<file path="config.mk">
export PLATFORM = sky130hd
export DESIGN_NAME = agent_disease_progression_step
export DESIGN_NICKNAME = d
export VERILOG_FILES = /design/src/design/adps_pkg.sv /design/src/design/agent_disease_progression_step.sv
export SDC_FILE = /design/constraint.sdc
export NUM_CORES = 2
export LEC_CHECK = 0
export ABC_AREA = 0
export BUFFER_PORTS_ARGS = -buffer_cell sky130_fd_sc_hd__buf_2
export CAP_MARGIN = 20
export CELL_PAD_IN_SITES_DETAIL_PLACEMENT = 2
export CELL_PAD_IN_SITES_GLOBAL_PLACEMENT = 2
export CORE_ASPECT_RATIO = 1.2
export CORE_MARGIN = 8
export CORE_UTILIZATION = 38
export CTS_CLUSTER_SIZE = 8
export DETAILED_ROUTE_END_ITERATION = 10
export MAX_ROUTING_LAYER = met4
export PLACE_DENSITY_LB_ADDON = 0.12
export RECOVER_POWER = 50
export SYNTH_ARGS = -nofsm -noshare
export SYNTH_HDL_FRONTEND = slang
export SYNTH_SLANG_ARGS = --single-unit
</file>
<file path="constraint.sdc">
create_clock -name clock -period 6.1 [get_ports clock]
set_input_delay 1.22 -clock clock [delete_from_list [all_inputs] [get_ports clock]]
set_output_delay 1.22 -clock clock [all_outputs]
set_load 0.02 [all_outputs]
</file>
<file path="src/design/adps_pkg.sv">
// adps_pkg: shared constants, types and arithmetic helpers for the
// agent disease progression step pipeline. No dependencies.

package adps_pkg;

   // Fixed-point format of all fractions (1.0 = 1 << FracBits)
   localparam int FracBits = 16;
   localparam int FixW     = FracBits + 1;
   // Upper part of a FixW x FixW product after dropping the fraction bits
   localparam int ProdHiW  = 2 * FixW - FracBits;
   localparam logic [FixW-1:0] FixOne = FixW'(1) << FracBits;

   // Vaccine buildup table
   localparam int VaccineDays = 21;
   localparam int VacIdxW     = $clog2(VaccineDays);

   // Field widths
   localparam int CdW   = 7;
   localparam int UpW   = 8;
   localparam int IncW  = 4;
   localparam int VdW   = 6;
   localparam int DrawW = 16;
   localparam int OffW  = 5;
   localparam int MinW  = 5;

   // Configuration register indexes
   localparam int CsrIdxW = 3;
   typedef enum logic [CsrIdxW-1:0] {
      CSR_SYM_FRAC  = 3'd0,
      CSR_ASYM_LVL  = 3'd1,
      CSR_EFF_INF   = 3'd2,
      CSR_EFF_SUS   = 3'd3,
      CSR_EFF_SYM   = 3'd4,
      CSR_MIN_DAYS  = 3'd5
   } csr_index_type;

   // Record carried down the pipeline; later stages fill in the derived terms
   typedef struct packed {
      logic [CdW-1:0]     cd;        // infectious countdown (two's complement)
      logic [UpW-1:0]     up;        // infectious day count
      logic [IncW-1:0]    inc;       // incubation left (two's complement)
      logic [VdW-1:0]     vd;        // vaccine day, already advanced
      logic [FixW-1:0]    binf;
      logic [FixW-1:0]    inf;
      logic [FixW-1:0]    bsus;
      logic [FixW-1:0]    sus;
      logic               sym;
      logic               cas;
      logic [DrawW-1:0]   draw;
      logic               onset;     // incubation ended this day
      logic               vacc;
      logic               cd_pos;    // countdown positive after the step
      logic [FixW-1:0]    bld;       // vaccine buildup
      logic [FixW-1:0]    keep_sym;
      logic [FixW-1:0]    keep_inf;
      logic [FixW-1:0]    keep_sus;
      logic [ProdHiW-1:0] thr;       // symptom threshold
   } rec_type;

   // Vaccine buildup by day, Q16
   function automatic logic [FixW-1:0] buildup(input logic [VacIdxW-1:0] idx);
      logic [FixW-1:0] val;
      case (idx)
         5'd0:    val = 17'd83;
         5'd1:    val = 17'd549;
         5'd2:    val = 17'd1654;
         5'd3:    val = 17'd3615;
         5'd4:    val = 17'd6632;
         5'd5:    val = 17'd10886;
         5'd6:    val = 17'd16548;
         5'd7:    val = 17'd23790;
         5'd8:    val = 17'd32768;
         5'd9:    val = 17'd32768;
         5'd10:   val = 17'd32768;
         5'd11:   val = 17'd32768;
         5'd12:   val = 17'd32768;
         5'd13:   val = 17'd32768;
         5'd14:   val = 17'd32932;
         5'd15:   val = 17'd33856;
         5'd16:   val = 17'd36045;
         5'd17:   val = 17'd39924;
         5'd18:   val = 17'd45895;
         5'd19:   val = 17'd54316;
         default: val = 17'd65536;
      endcase
      return val;
   endfunction

   // Truncated fixed-point product, integer part kept
   function automatic logic [ProdHiW-1:0] fmul(input logic [FixW-1:0] a,
                                               input logic [FixW-1:0] b);
      logic [2*FixW-1:0] prod;
      prod = a * b;
      return prod[2*FixW-1:FracBits];
   endfunction

   // 1 - eff*b, floored at zero
   function automatic logic [FixW-1:0] keep_frac(input logic [FixW-1:0] eff,
                                                 input logic [FixW-1:0] b);
      logic [ProdHiW-1:0] cut;
      logic [ProdHiW-1:0] one_w;
      one_w = ProdHiW'(FixOne);
      cut   = fmul(eff, b);
      if (cut >= one_w) begin
         return '0;
      end
      return FixW'(one_w - cut);
   endfunction

endpackage

</file>
<file path="src/design/agent_disease_progression_step.sv">
// agent_disease_progression_step: five-stage pipeline that advances one
// person's disease record by one simulated day. Depends on adps_pkg.

// An item is taken whenever start is high; busy never rises, so one item
// can enter every cycle and its result leaves the s5 register on the rsp_
// ports, marked by rsp_strobe for one cycle. The result path has no
// backpressure: a result is presented exactly once and must be captured.
// The stage split is set by the two dependent 17x17 multiplies (vaccine
// keep factor, then symptom threshold) ahead of the draw compare and the
// final vaccine scaling multiply. Configuration registers are written
// through the csr_ channel (always ready) and must only change while no
// item is in flight.
//
// Stage map:
//   s1  countdown, incubation and vaccine-day update; buildup ROM lookup
//   s2  three keep factors 1 - eff*buildup (symptoms, infectious, susceptible)
//   s3  symptom threshold = keep_sym * symptomatic_fraction if vaccinated, else the fraction
//   s4  symptomatic / asymptomatic choice at onset of infectiousness
//   s5  vaccine scaling of infectiousness or susceptibility; output register

module agent_disease_progression_step (
   input  logic        clock,
   input  logic        reset,

   // configuration
   input  logic        csr_valid,
   output logic        csr_ready,
   input  logic [2:0]  csr_index,
   input  logic [16:0] csr_data,

   // request
   input  logic        start,
   output logic        busy,
   input  logic [6:0]  req_infectious_left,
   input  logic [7:0]  req_infectious_elapsed,
   input  logic [3:0]  req_incubation_left,
   input  logic [5:0]  req_vaccine_day,
   input  logic [16:0] req_base_infectious_in,
   input  logic [16:0] req_infectious_in,
   input  logic [16:0] req_base_suscept_in,
   input  logic [16:0] req_suscept_in,
   input  logic        req_symptomatic_in,
   input  logic        req_case_in,
   input  logic [15:0] req_symptom_draw,
   input  logic [4:0]  req_duration_offset,

   // response
   output logic        rsp_strobe,
   output logic [6:0]  rsp_infectious_left_out,
   output logic [7:0]  rsp_infectious_elapsed_out,
   output logic [3:0]  rsp_incubation_left_out,
   output logic [5:0]  rsp_vaccine_day_out,
   output logic [16:0] rsp_base_infectious_out,
   output logic [16:0] rsp_infectious_out,
   output logic [16:0] rsp_base_suscept_out,
   output logic [16:0] rsp_suscept_out,
   output logic        rsp_symptomatic_out,
   output logic        rsp_case_out,
   output logic        rsp_newly_infectious
);

   // ---------------------------------------------------------------
   // Configuration registers
   // ---------------------------------------------------------------
   logic [adps_pkg::FixW-1:0] sym_frac_ff, asym_lvl_ff;
   logic [adps_pkg::FixW-1:0] eff_inf_ff, eff_sus_ff, eff_sym_ff;
   logic [adps_pkg::MinW-1:0] min_days_ff;

   assign csr_ready = 1'b1;

   always_ff @(posedge clock) begin
      if (reset) begin
         sym_frac_ff <= 17'd6554;
         asym_lvl_ff <= 17'd6554;
         eff_inf_ff  <= 17'd32768;
         eff_sus_ff  <= 17'd0;
         eff_sym_ff  <= 17'd41943;
         min_days_ff <= 5'd7;
      end else if (csr_valid && csr_ready) begin
         case (adps_pkg::csr_index_type'(csr_index))
            adps_pkg::CSR_SYM_FRAC: sym_frac_ff <= csr_data;
            adps_pkg::CSR_ASYM_LVL: asym_lvl_ff <= csr_data;
            adps_pkg::CSR_EFF_INF:  eff_inf_ff  <= csr_data;
            adps_pkg::CSR_EFF_SUS:  eff_sus_ff  <= csr_data;
            adps_pkg::CSR_EFF_SYM:  eff_sym_ff  <= csr_data;
            adps_pkg::CSR_MIN_DAYS: min_days_ff <= csr_data[adps_pkg::MinW-1:0];
            default: ;  // indexes past the list are dropped
         endcase
      end
   end

   // Pipeline never stalls
   assign busy = 1'b0;

   // ---------------------------------------------------------------
   // Pipeline registers
   // ---------------------------------------------------------------
   adps_pkg::rec_type s1_ff, s2_ff, s3_ff, s4_ff, s5_ff;
   adps_pkg::rec_type s1_in, s2_in, s3_in, s4_in, s5_in;
   logic s1_valid_ff, s2_valid_ff, s3_valid_ff, s4_valid_ff, s5_valid_ff;
   logic s1_valid_in;

   assign s1_valid_in = start && !busy;

   always_ff @(posedge clock) begin
      if (reset) begin
         s1_valid_ff <= 1'b0;
         s2_valid_ff <= 1'b0;
         s3_valid_ff <= 1'b0;
         s4_valid_ff <= 1'b0;
         s5_valid_ff <= 1'b0;
      end else begin
         s1_valid_ff <= s1_valid_in;
         s2_valid_ff <= s1_valid_ff;
         s3_valid_ff <= s2_valid_ff;
         s4_valid_ff <= s3_valid_ff;
         s5_valid_ff <= s4_valid_ff;
      end
   end

   always_ff @(posedge clock) begin
      s1_ff <= s1_in;
      s2_ff <= s2_in;
      s3_ff <= s3_in;
      s4_ff <= s4_in;
      s5_ff <= s5_in;
   end

   // ---------------------------------------------------------------
   // s1: day counters and buildup lookup
   // ---------------------------------------------------------------
   logic                           cd_neg, cd_zero, cd_pos;
   logic                           inc_neg, inc_zero, inc_pos;
   logic [adps_pkg::CdW-1:0]       cd_dec;
   logic [adps_pkg::UpW-1:0]       up_inc;
   logic [adps_pkg::MinW:0]        onset_days;   // min + offset, at most 62
   logic [adps_pkg::VacIdxW-1:0]   bld_idx;

   always_comb begin
      cd_neg   = req_infectious_left[adps_pkg::CdW-1];
      cd_zero  = (req_infectious_left == '0);
      cd_pos   = !cd_neg && !cd_zero;
      inc_neg  = req_incubation_left[adps_pkg::IncW-1];
      inc_zero = (req_incubation_left == '0);
      inc_pos  = !inc_neg && !inc_zero;

      cd_dec = req_infectious_left - adps_pkg::CdW'(1);
      // elapsed count saturates at all ones
      up_inc = (&req_infectious_elapsed) ? req_infectious_elapsed
                                         : req_infectious_elapsed + adps_pkg::UpW'(1);
      onset_days = {1'b0, min_days_ff} + {1'b0, req_duration_offset};

      // day index past the table sticks at the last entry
      if (req_vaccine_day > adps_pkg::VdW'(adps_pkg::VaccineDays - 1)) begin
         bld_idx = adps_pkg::VacIdxW'(adps_pkg::VaccineDays - 1);
      end else begin
         bld_idx = req_vaccine_day[adps_pkg::VacIdxW-1:0];
      end

      s1_in          = '0;
      s1_in.cd       = req_infectious_left;
      s1_in.up       = req_infectious_elapsed;
      s1_in.inc      = req_incubation_left;
      s1_in.vd       = req_vaccine_day;
      s1_in.binf     = req_base_infectious_in;
      s1_in.inf      = req_infectious_in;
      s1_in.bsus     = req_base_suscept_in;
      s1_in.sus      = req_suscept_in;
      s1_in.sym      = req_symptomatic_in;
      s1_in.cas      = req_case_in;
      s1_in.draw     = req_symptom_draw;
      s1_in.vacc     = !req_vaccine_day[adps_pkg::VdW-1];
      s1_in.bld      = adps_pkg::buildup(bld_idx);

      // infectious countdown
      if (cd_pos) begin
         s1_in.cd = cd_dec;
         s1_in.up = up_inc;
      end else if (cd_zero) begin
         s1_in.binf = '0;
         s1_in.inf  = '0;
         s1_in.sym  = 1'b0;
      end

      // incubation; the symptom choice itself is made in s4
      if (inc_pos) begin
         s1_in.inc = req_incubation_left - adps_pkg::IncW'(1);
      end else if (inc_zero) begin
         s1_in.inc   = '1;
         s1_in.onset = 1'b1;
         s1_in.cd    = adps_pkg::CdW'(onset_days);
         s1_in.up    = '0;
      end

      s1_in.cd_pos = !s1_in.cd[adps_pkg::CdW-1] && (s1_in.cd != '0);

      // vaccine day advances until the last table day
      if (s1_in.vacc &&
          req_vaccine_day < adps_pkg::VdW'(adps_pkg::VaccineDays - 1)) begin
         s1_in.vd = req_vaccine_day + adps_pkg::VdW'(1);
      end
   end

   // ---------------------------------------------------------------
   // s2: keep factors 1 - eff*buildup
   // ---------------------------------------------------------------
   always_comb begin
      s2_in          = s1_ff;
      s2_in.keep_sym = adps_pkg::keep_frac(eff_sym_ff, s1_ff.bld);
      s2_in.keep_inf = adps_pkg::keep_frac(eff_inf_ff, s1_ff.bld);
      s2_in.keep_sus = adps_pkg::keep_frac(eff_sus_ff, s1_ff.bld);
   end

   // ---------------------------------------------------------------
   // s3: symptom threshold
   // ---------------------------------------------------------------
   always_comb begin
      s3_in = s2_ff;
      if (s2_ff.vacc) begin
         s3_in.thr = adps_pkg::fmul(s2_ff.keep_sym, sym_frac_ff);
      end else begin
         s3_in.thr = adps_pkg::ProdHiW'(sym_frac_ff);
      end
   end

   // ---------------------------------------------------------------
   // s4: symptomatic or asymptomatic onset
   // ---------------------------------------------------------------
   always_comb begin
      s4_in = s3_ff;
      if (s3_ff.onset) begin
         if (adps_pkg::ProdHiW'(s3_ff.draw) < s3_ff.thr) begin
            s4_in.sym  = 1'b1;
            s4_in.cas  = 1'b1;
            s4_in.binf = adps_pkg::FixOne;
            s4_in.inf  = adps_pkg::FixOne;
         end else begin
            s4_in.sym  = 1'b0;
            s4_in.cas  = 1'b0;
            s4_in.binf = asym_lvl_ff;
            s4_in.inf  = asym_lvl_ff;
         end
      end
   end

   // ---------------------------------------------------------------
   // s5: vaccine scaling; results leave from this register
   // ---------------------------------------------------------------
   logic [adps_pkg::ProdHiW-1:0] inf_scaled, sus_scaled;

   always_comb begin
      inf_scaled = adps_pkg::fmul(s4_ff.binf, s4_ff.keep_inf);
      sus_scaled = adps_pkg::fmul(s4_ff.bsus, s4_ff.keep_sus);
      s5_in = s4_ff;
      if (s4_ff.vacc) begin
         if (s4_ff.cd_pos) begin
            s5_in.inf = inf_scaled[adps_pkg::FixW-1:0];
         end else if (s4_ff.bsus != '0) begin
            s5_in.sus = sus_scaled[adps_pkg::FixW-1:0];
         end
      end
   end

   assign rsp_strobe                 = s5_valid_ff;
   assign rsp_infectious_left_out    = s5_ff.cd;
   assign rsp_infectious_elapsed_out = s5_ff.up;
   assign rsp_incubation_left_out    = s5_ff.inc;
   assign rsp_vaccine_day_out        = s5_ff.vd;
   assign rsp_base_infectious_out    = s5_ff.binf;
   assign rsp_infectious_out         = s5_ff.inf;
   assign rsp_base_suscept_out       = s5_ff.bsus;
   assign rsp_suscept_out            = s5_ff.sus;
   assign rsp_symptomatic_out        = s5_ff.sym;
   assign rsp_case_out               = s5_ff.cas;
   assign rsp_newly_infectious       = (s5_ff.up == '0);

endmodule

</file>
==> results.json <==
{
  "status": "finished, violations left",
  "violations": "setup timing",
  "place_ws_ps": -1238,
  "hold_start": "s2_ff[136]",
  "ys_top_cells_by_area": "fa_1 (36%), dfxtp_1 (21%), ha_1 (11%)",
  "fp.dieH_um": 502.5,
  "rows": 178,
  "cts_max_level": 3,
  "criticalPathCategory": "reg -> reg",
  "register_area_um2": 15950,
  "grt_max_degree": 71,
  "hpwl_um": 208300,
  "synthesis.nets": 10110,
  "drc_errors": 0,
  "final-hold-violation-count": 0,
  "setup.worst_path.end_class": "flop",
  "grt_pass1_wl_um": 423000,
  "drv_slew": 0,
  "die_area_um2": 211700,
  "final_cell_area_um2": 94070,
  "overflow": 0,
  "reg2reg_slack_ps": -1060,
  "gp_congestion": 0.8643,
  "antenna_found_initial": 27,
  "synth_edf_count": 0,
  "worstHoldPathCells": 0,
  "drtPass1Iterations": 5,
  "cts_sinks": 783,
  "final_cell_mix": "inv_1 (1,553), nand2_1 (1,379), fa_1 (1,281)",
  "maxCapViolations": 0,
  "viasPerCell": 4.988,
  "final-setup-viol-count": 77,
  "ys_ff_latch": 783,
  "die_w_um": 421.4,
  "netlist_area_um2": 74940,
  "skew_ps": 75.96,
  "seq_area_frac_synth_pct": 20.92,
  "clk_pin_slew_ps": 60,
  "synthToLayoutAreaGrowth_pct": 25.53,
  "period_needed_ps": 7162,
  "first_iter_violations": 2199,
  "yosys.area.top_type": "fa_1",
  "setup_ws_ps": -1062,
  "worstReg2RegStart": "s1_ff[74]",
  "synth_top_flop_cell": "dfxtp_1",
  "postRouteWirelength_um": 279900,
  "async_flop_share_pct": 0,
  "multiInputGateArea_um2": 54550,
  "ioPinCount": 239,
  "clockRootBuffer": "clkbuf_16",
  "cp.arrival_ps": 7810,
  "cp_slowest_cell": "fa_1",
  "fin_crit_sh_pct": 117.4,
  "portBuffers": 236,
  "wl_per_cell_um": 24.00,
  "synth.top_cell.area_share_pct": 35.56,
  "critPathMostFrequentCell": "buf_4",
  "timing.rr.end": "s2_ff[28]",
  "netlist_instances": 7978,
  "drive_gt1_share_pct": 23.46,
  "rsz0062_at_grt": "true",
  "numCtsBuffers": 111,
  "final_common_cell": "inv_1",
  "layout.nets": 11160,
  "synthDistinctLibCells": 91,
  "design.core.area_um2": 196000,
  "antenna_left": 0,
  "hold_buffers": 0,
  "fin_util_pct": 48.00,
  "critPathRequiredTime_ps": 6750,
  "placed_cell_area_um2": 85500,
  "clk_latency_ps": 780,
  "start_kind": "flop",
  "maxSlewHeadroom_pct": 32.48,
  "syn-mean-instance-area_um2": 9.393,
  "grt_pass1_vias": 70610,
  "cts_tree": "yes",
  "n_fill_cell": 20500,
  "start_util_pct": 38.23,
  "ys_warn_count": 0,
  "tightest_slew_ps": 1013,
  "track_usage_pct": 26.31,
  "min_to": "s3_ff[136]",
  "hp-class": "reg -> reg",
  "num_vias": 58180,
  "cts_buffer_depth": 3,
  "r2r_cells": 32,
  "fmax_ghz": 0.1396,
  "crit_path_max_fanout": 7,
  "crit_path_max_incr_delay_ps": 540
}
-- state kept, by name, indices dropped and copies added, names as in the netlist, 8 cells and up --
signal and flops:
asym_lvl_ff 17, rsp_base_infectious_out 17, s3_ff 166, s4_ff 131, sym_frac_ff 17, rsp_base_suscept_out 17
eff_sym_ff 17, eff_sus_ff 17, s1_ff 131, eff_inf_ff 17, rsp_suscept_out 17, s2_ff 165
rsp_infectious_out 17, rsp_infectious_elapsed_out 8
-- metrics by stage --
step                      cells  TNS (ps)  hold WS, ps
final                     11660    -47090        309.1
after global routing      11660    -62580        319.5
after CTS                 11580    -40590        302.7
after detailed placement  11280    -70920        313.2
after global placement    11280    -53550        309.7
after floorplan            7978    -10020        309.6
-- synth_stat cells (12+ instances only) --
library cell and count:
o211ai_1 12, nand3b_1 28, inv_1 1634, ha_1 662, nor2_1 158, o21a_1 12, mux2i_1 14, xnor2_1 94
a21o_1 49, or3_1 17, and3_1 27, xor2_1 59, nand2_1 1414, nand2b_1 18, nor3_1 21, dfxtp_1 783
nor2b_1 31, clkbuf_1 371, and2_1 663, o21ai_0 97, a22o_1 32, nand3_1 26, mux2_2 16, fa_1 1331
a21oi_1 170, a211oi_1 17, nand4_1 21
-- routing by layer --
layer / up-vias / part of all wire [%] / global-route usage, %
li1: 25770 / - / -
met4: 0 / 3.6 / 8.358
met3: 468 / 2.9 / 2.384
met2: 1040 / 54 / 48.50
met5: - / 0 / -
met1: 30900 / 40 / 30.25
-- timing repair --
item | 4_1_cts | 5_1_grt
gates cloned | 10 | 1
buffers inserted | 161 | 93
resized for setup | 570 | 374
setup endpoints to repair | 95 | 93
pin swaps | 288 | 286
-- critical path, delay by kind of cell (launching register included) --
family / cells / cell delay [ps]
fa+ha+maj: 7 / 3440
buf+inv: 17 / 1760
compound gates: 4 / 840
flops: 1 / 380
simple gates: 3 / 340
xor+xnor: 1 / 250
-- worst max-delay path by stage --
stage | from | end | depth (start not counted)
2_1_floorplan | s1_ff[71] | s2_ff[58] | 26
3_3_place_gp | s1_ff[72] | s2_ff[51] | 26
3_5_place_dp | s1_ff[72] | s2_ff[51] | 26
4_1_cts | s1_ff[72] | s2_ff[48] | 24
5_1_grt | s1_ff[74] | s2_ff[28] | 32
6_report | s1_ff[74] | s2_ff[28] | 32
-- cell families (layout without fill, tap and decap cells) --
group / after synthesis / in the layout / share of synthesized area, %
AND/OR/NAND/NOR: 2474 / 2474 / 15.49
buffers and inverters: 2020 / 3087 / 10.16
adder cells (fa/ha/maj): 1993 / 1993 / 46.61
flip-flops: 783 / 783 / 20.92
AO/OA/AOI/OAI: 522 / 522 / 4.580
XOR/XNOR: 153 / 153 / 1.788
multiplexers: 31 / 31 / 0.4458
other: 2 / 11 / 0.01002
-- final cells by class --
class | count | area share [%]
inverter | 1635 | 6.527
clock inverter | 11 | 0.2142
tap | 2610 | 3.472
multi-input combinational | 5175 | 58.00
clock buffer | 124 | 3.069
sequential | 783 | 16.96
antenna | 9 | 0.02394
timing repair buffer | 1317 | 11.74
Power is left out: the tool's default activity adds up to more than one toggle a clock period on the data nets, which glitch-free logic cannot reach.
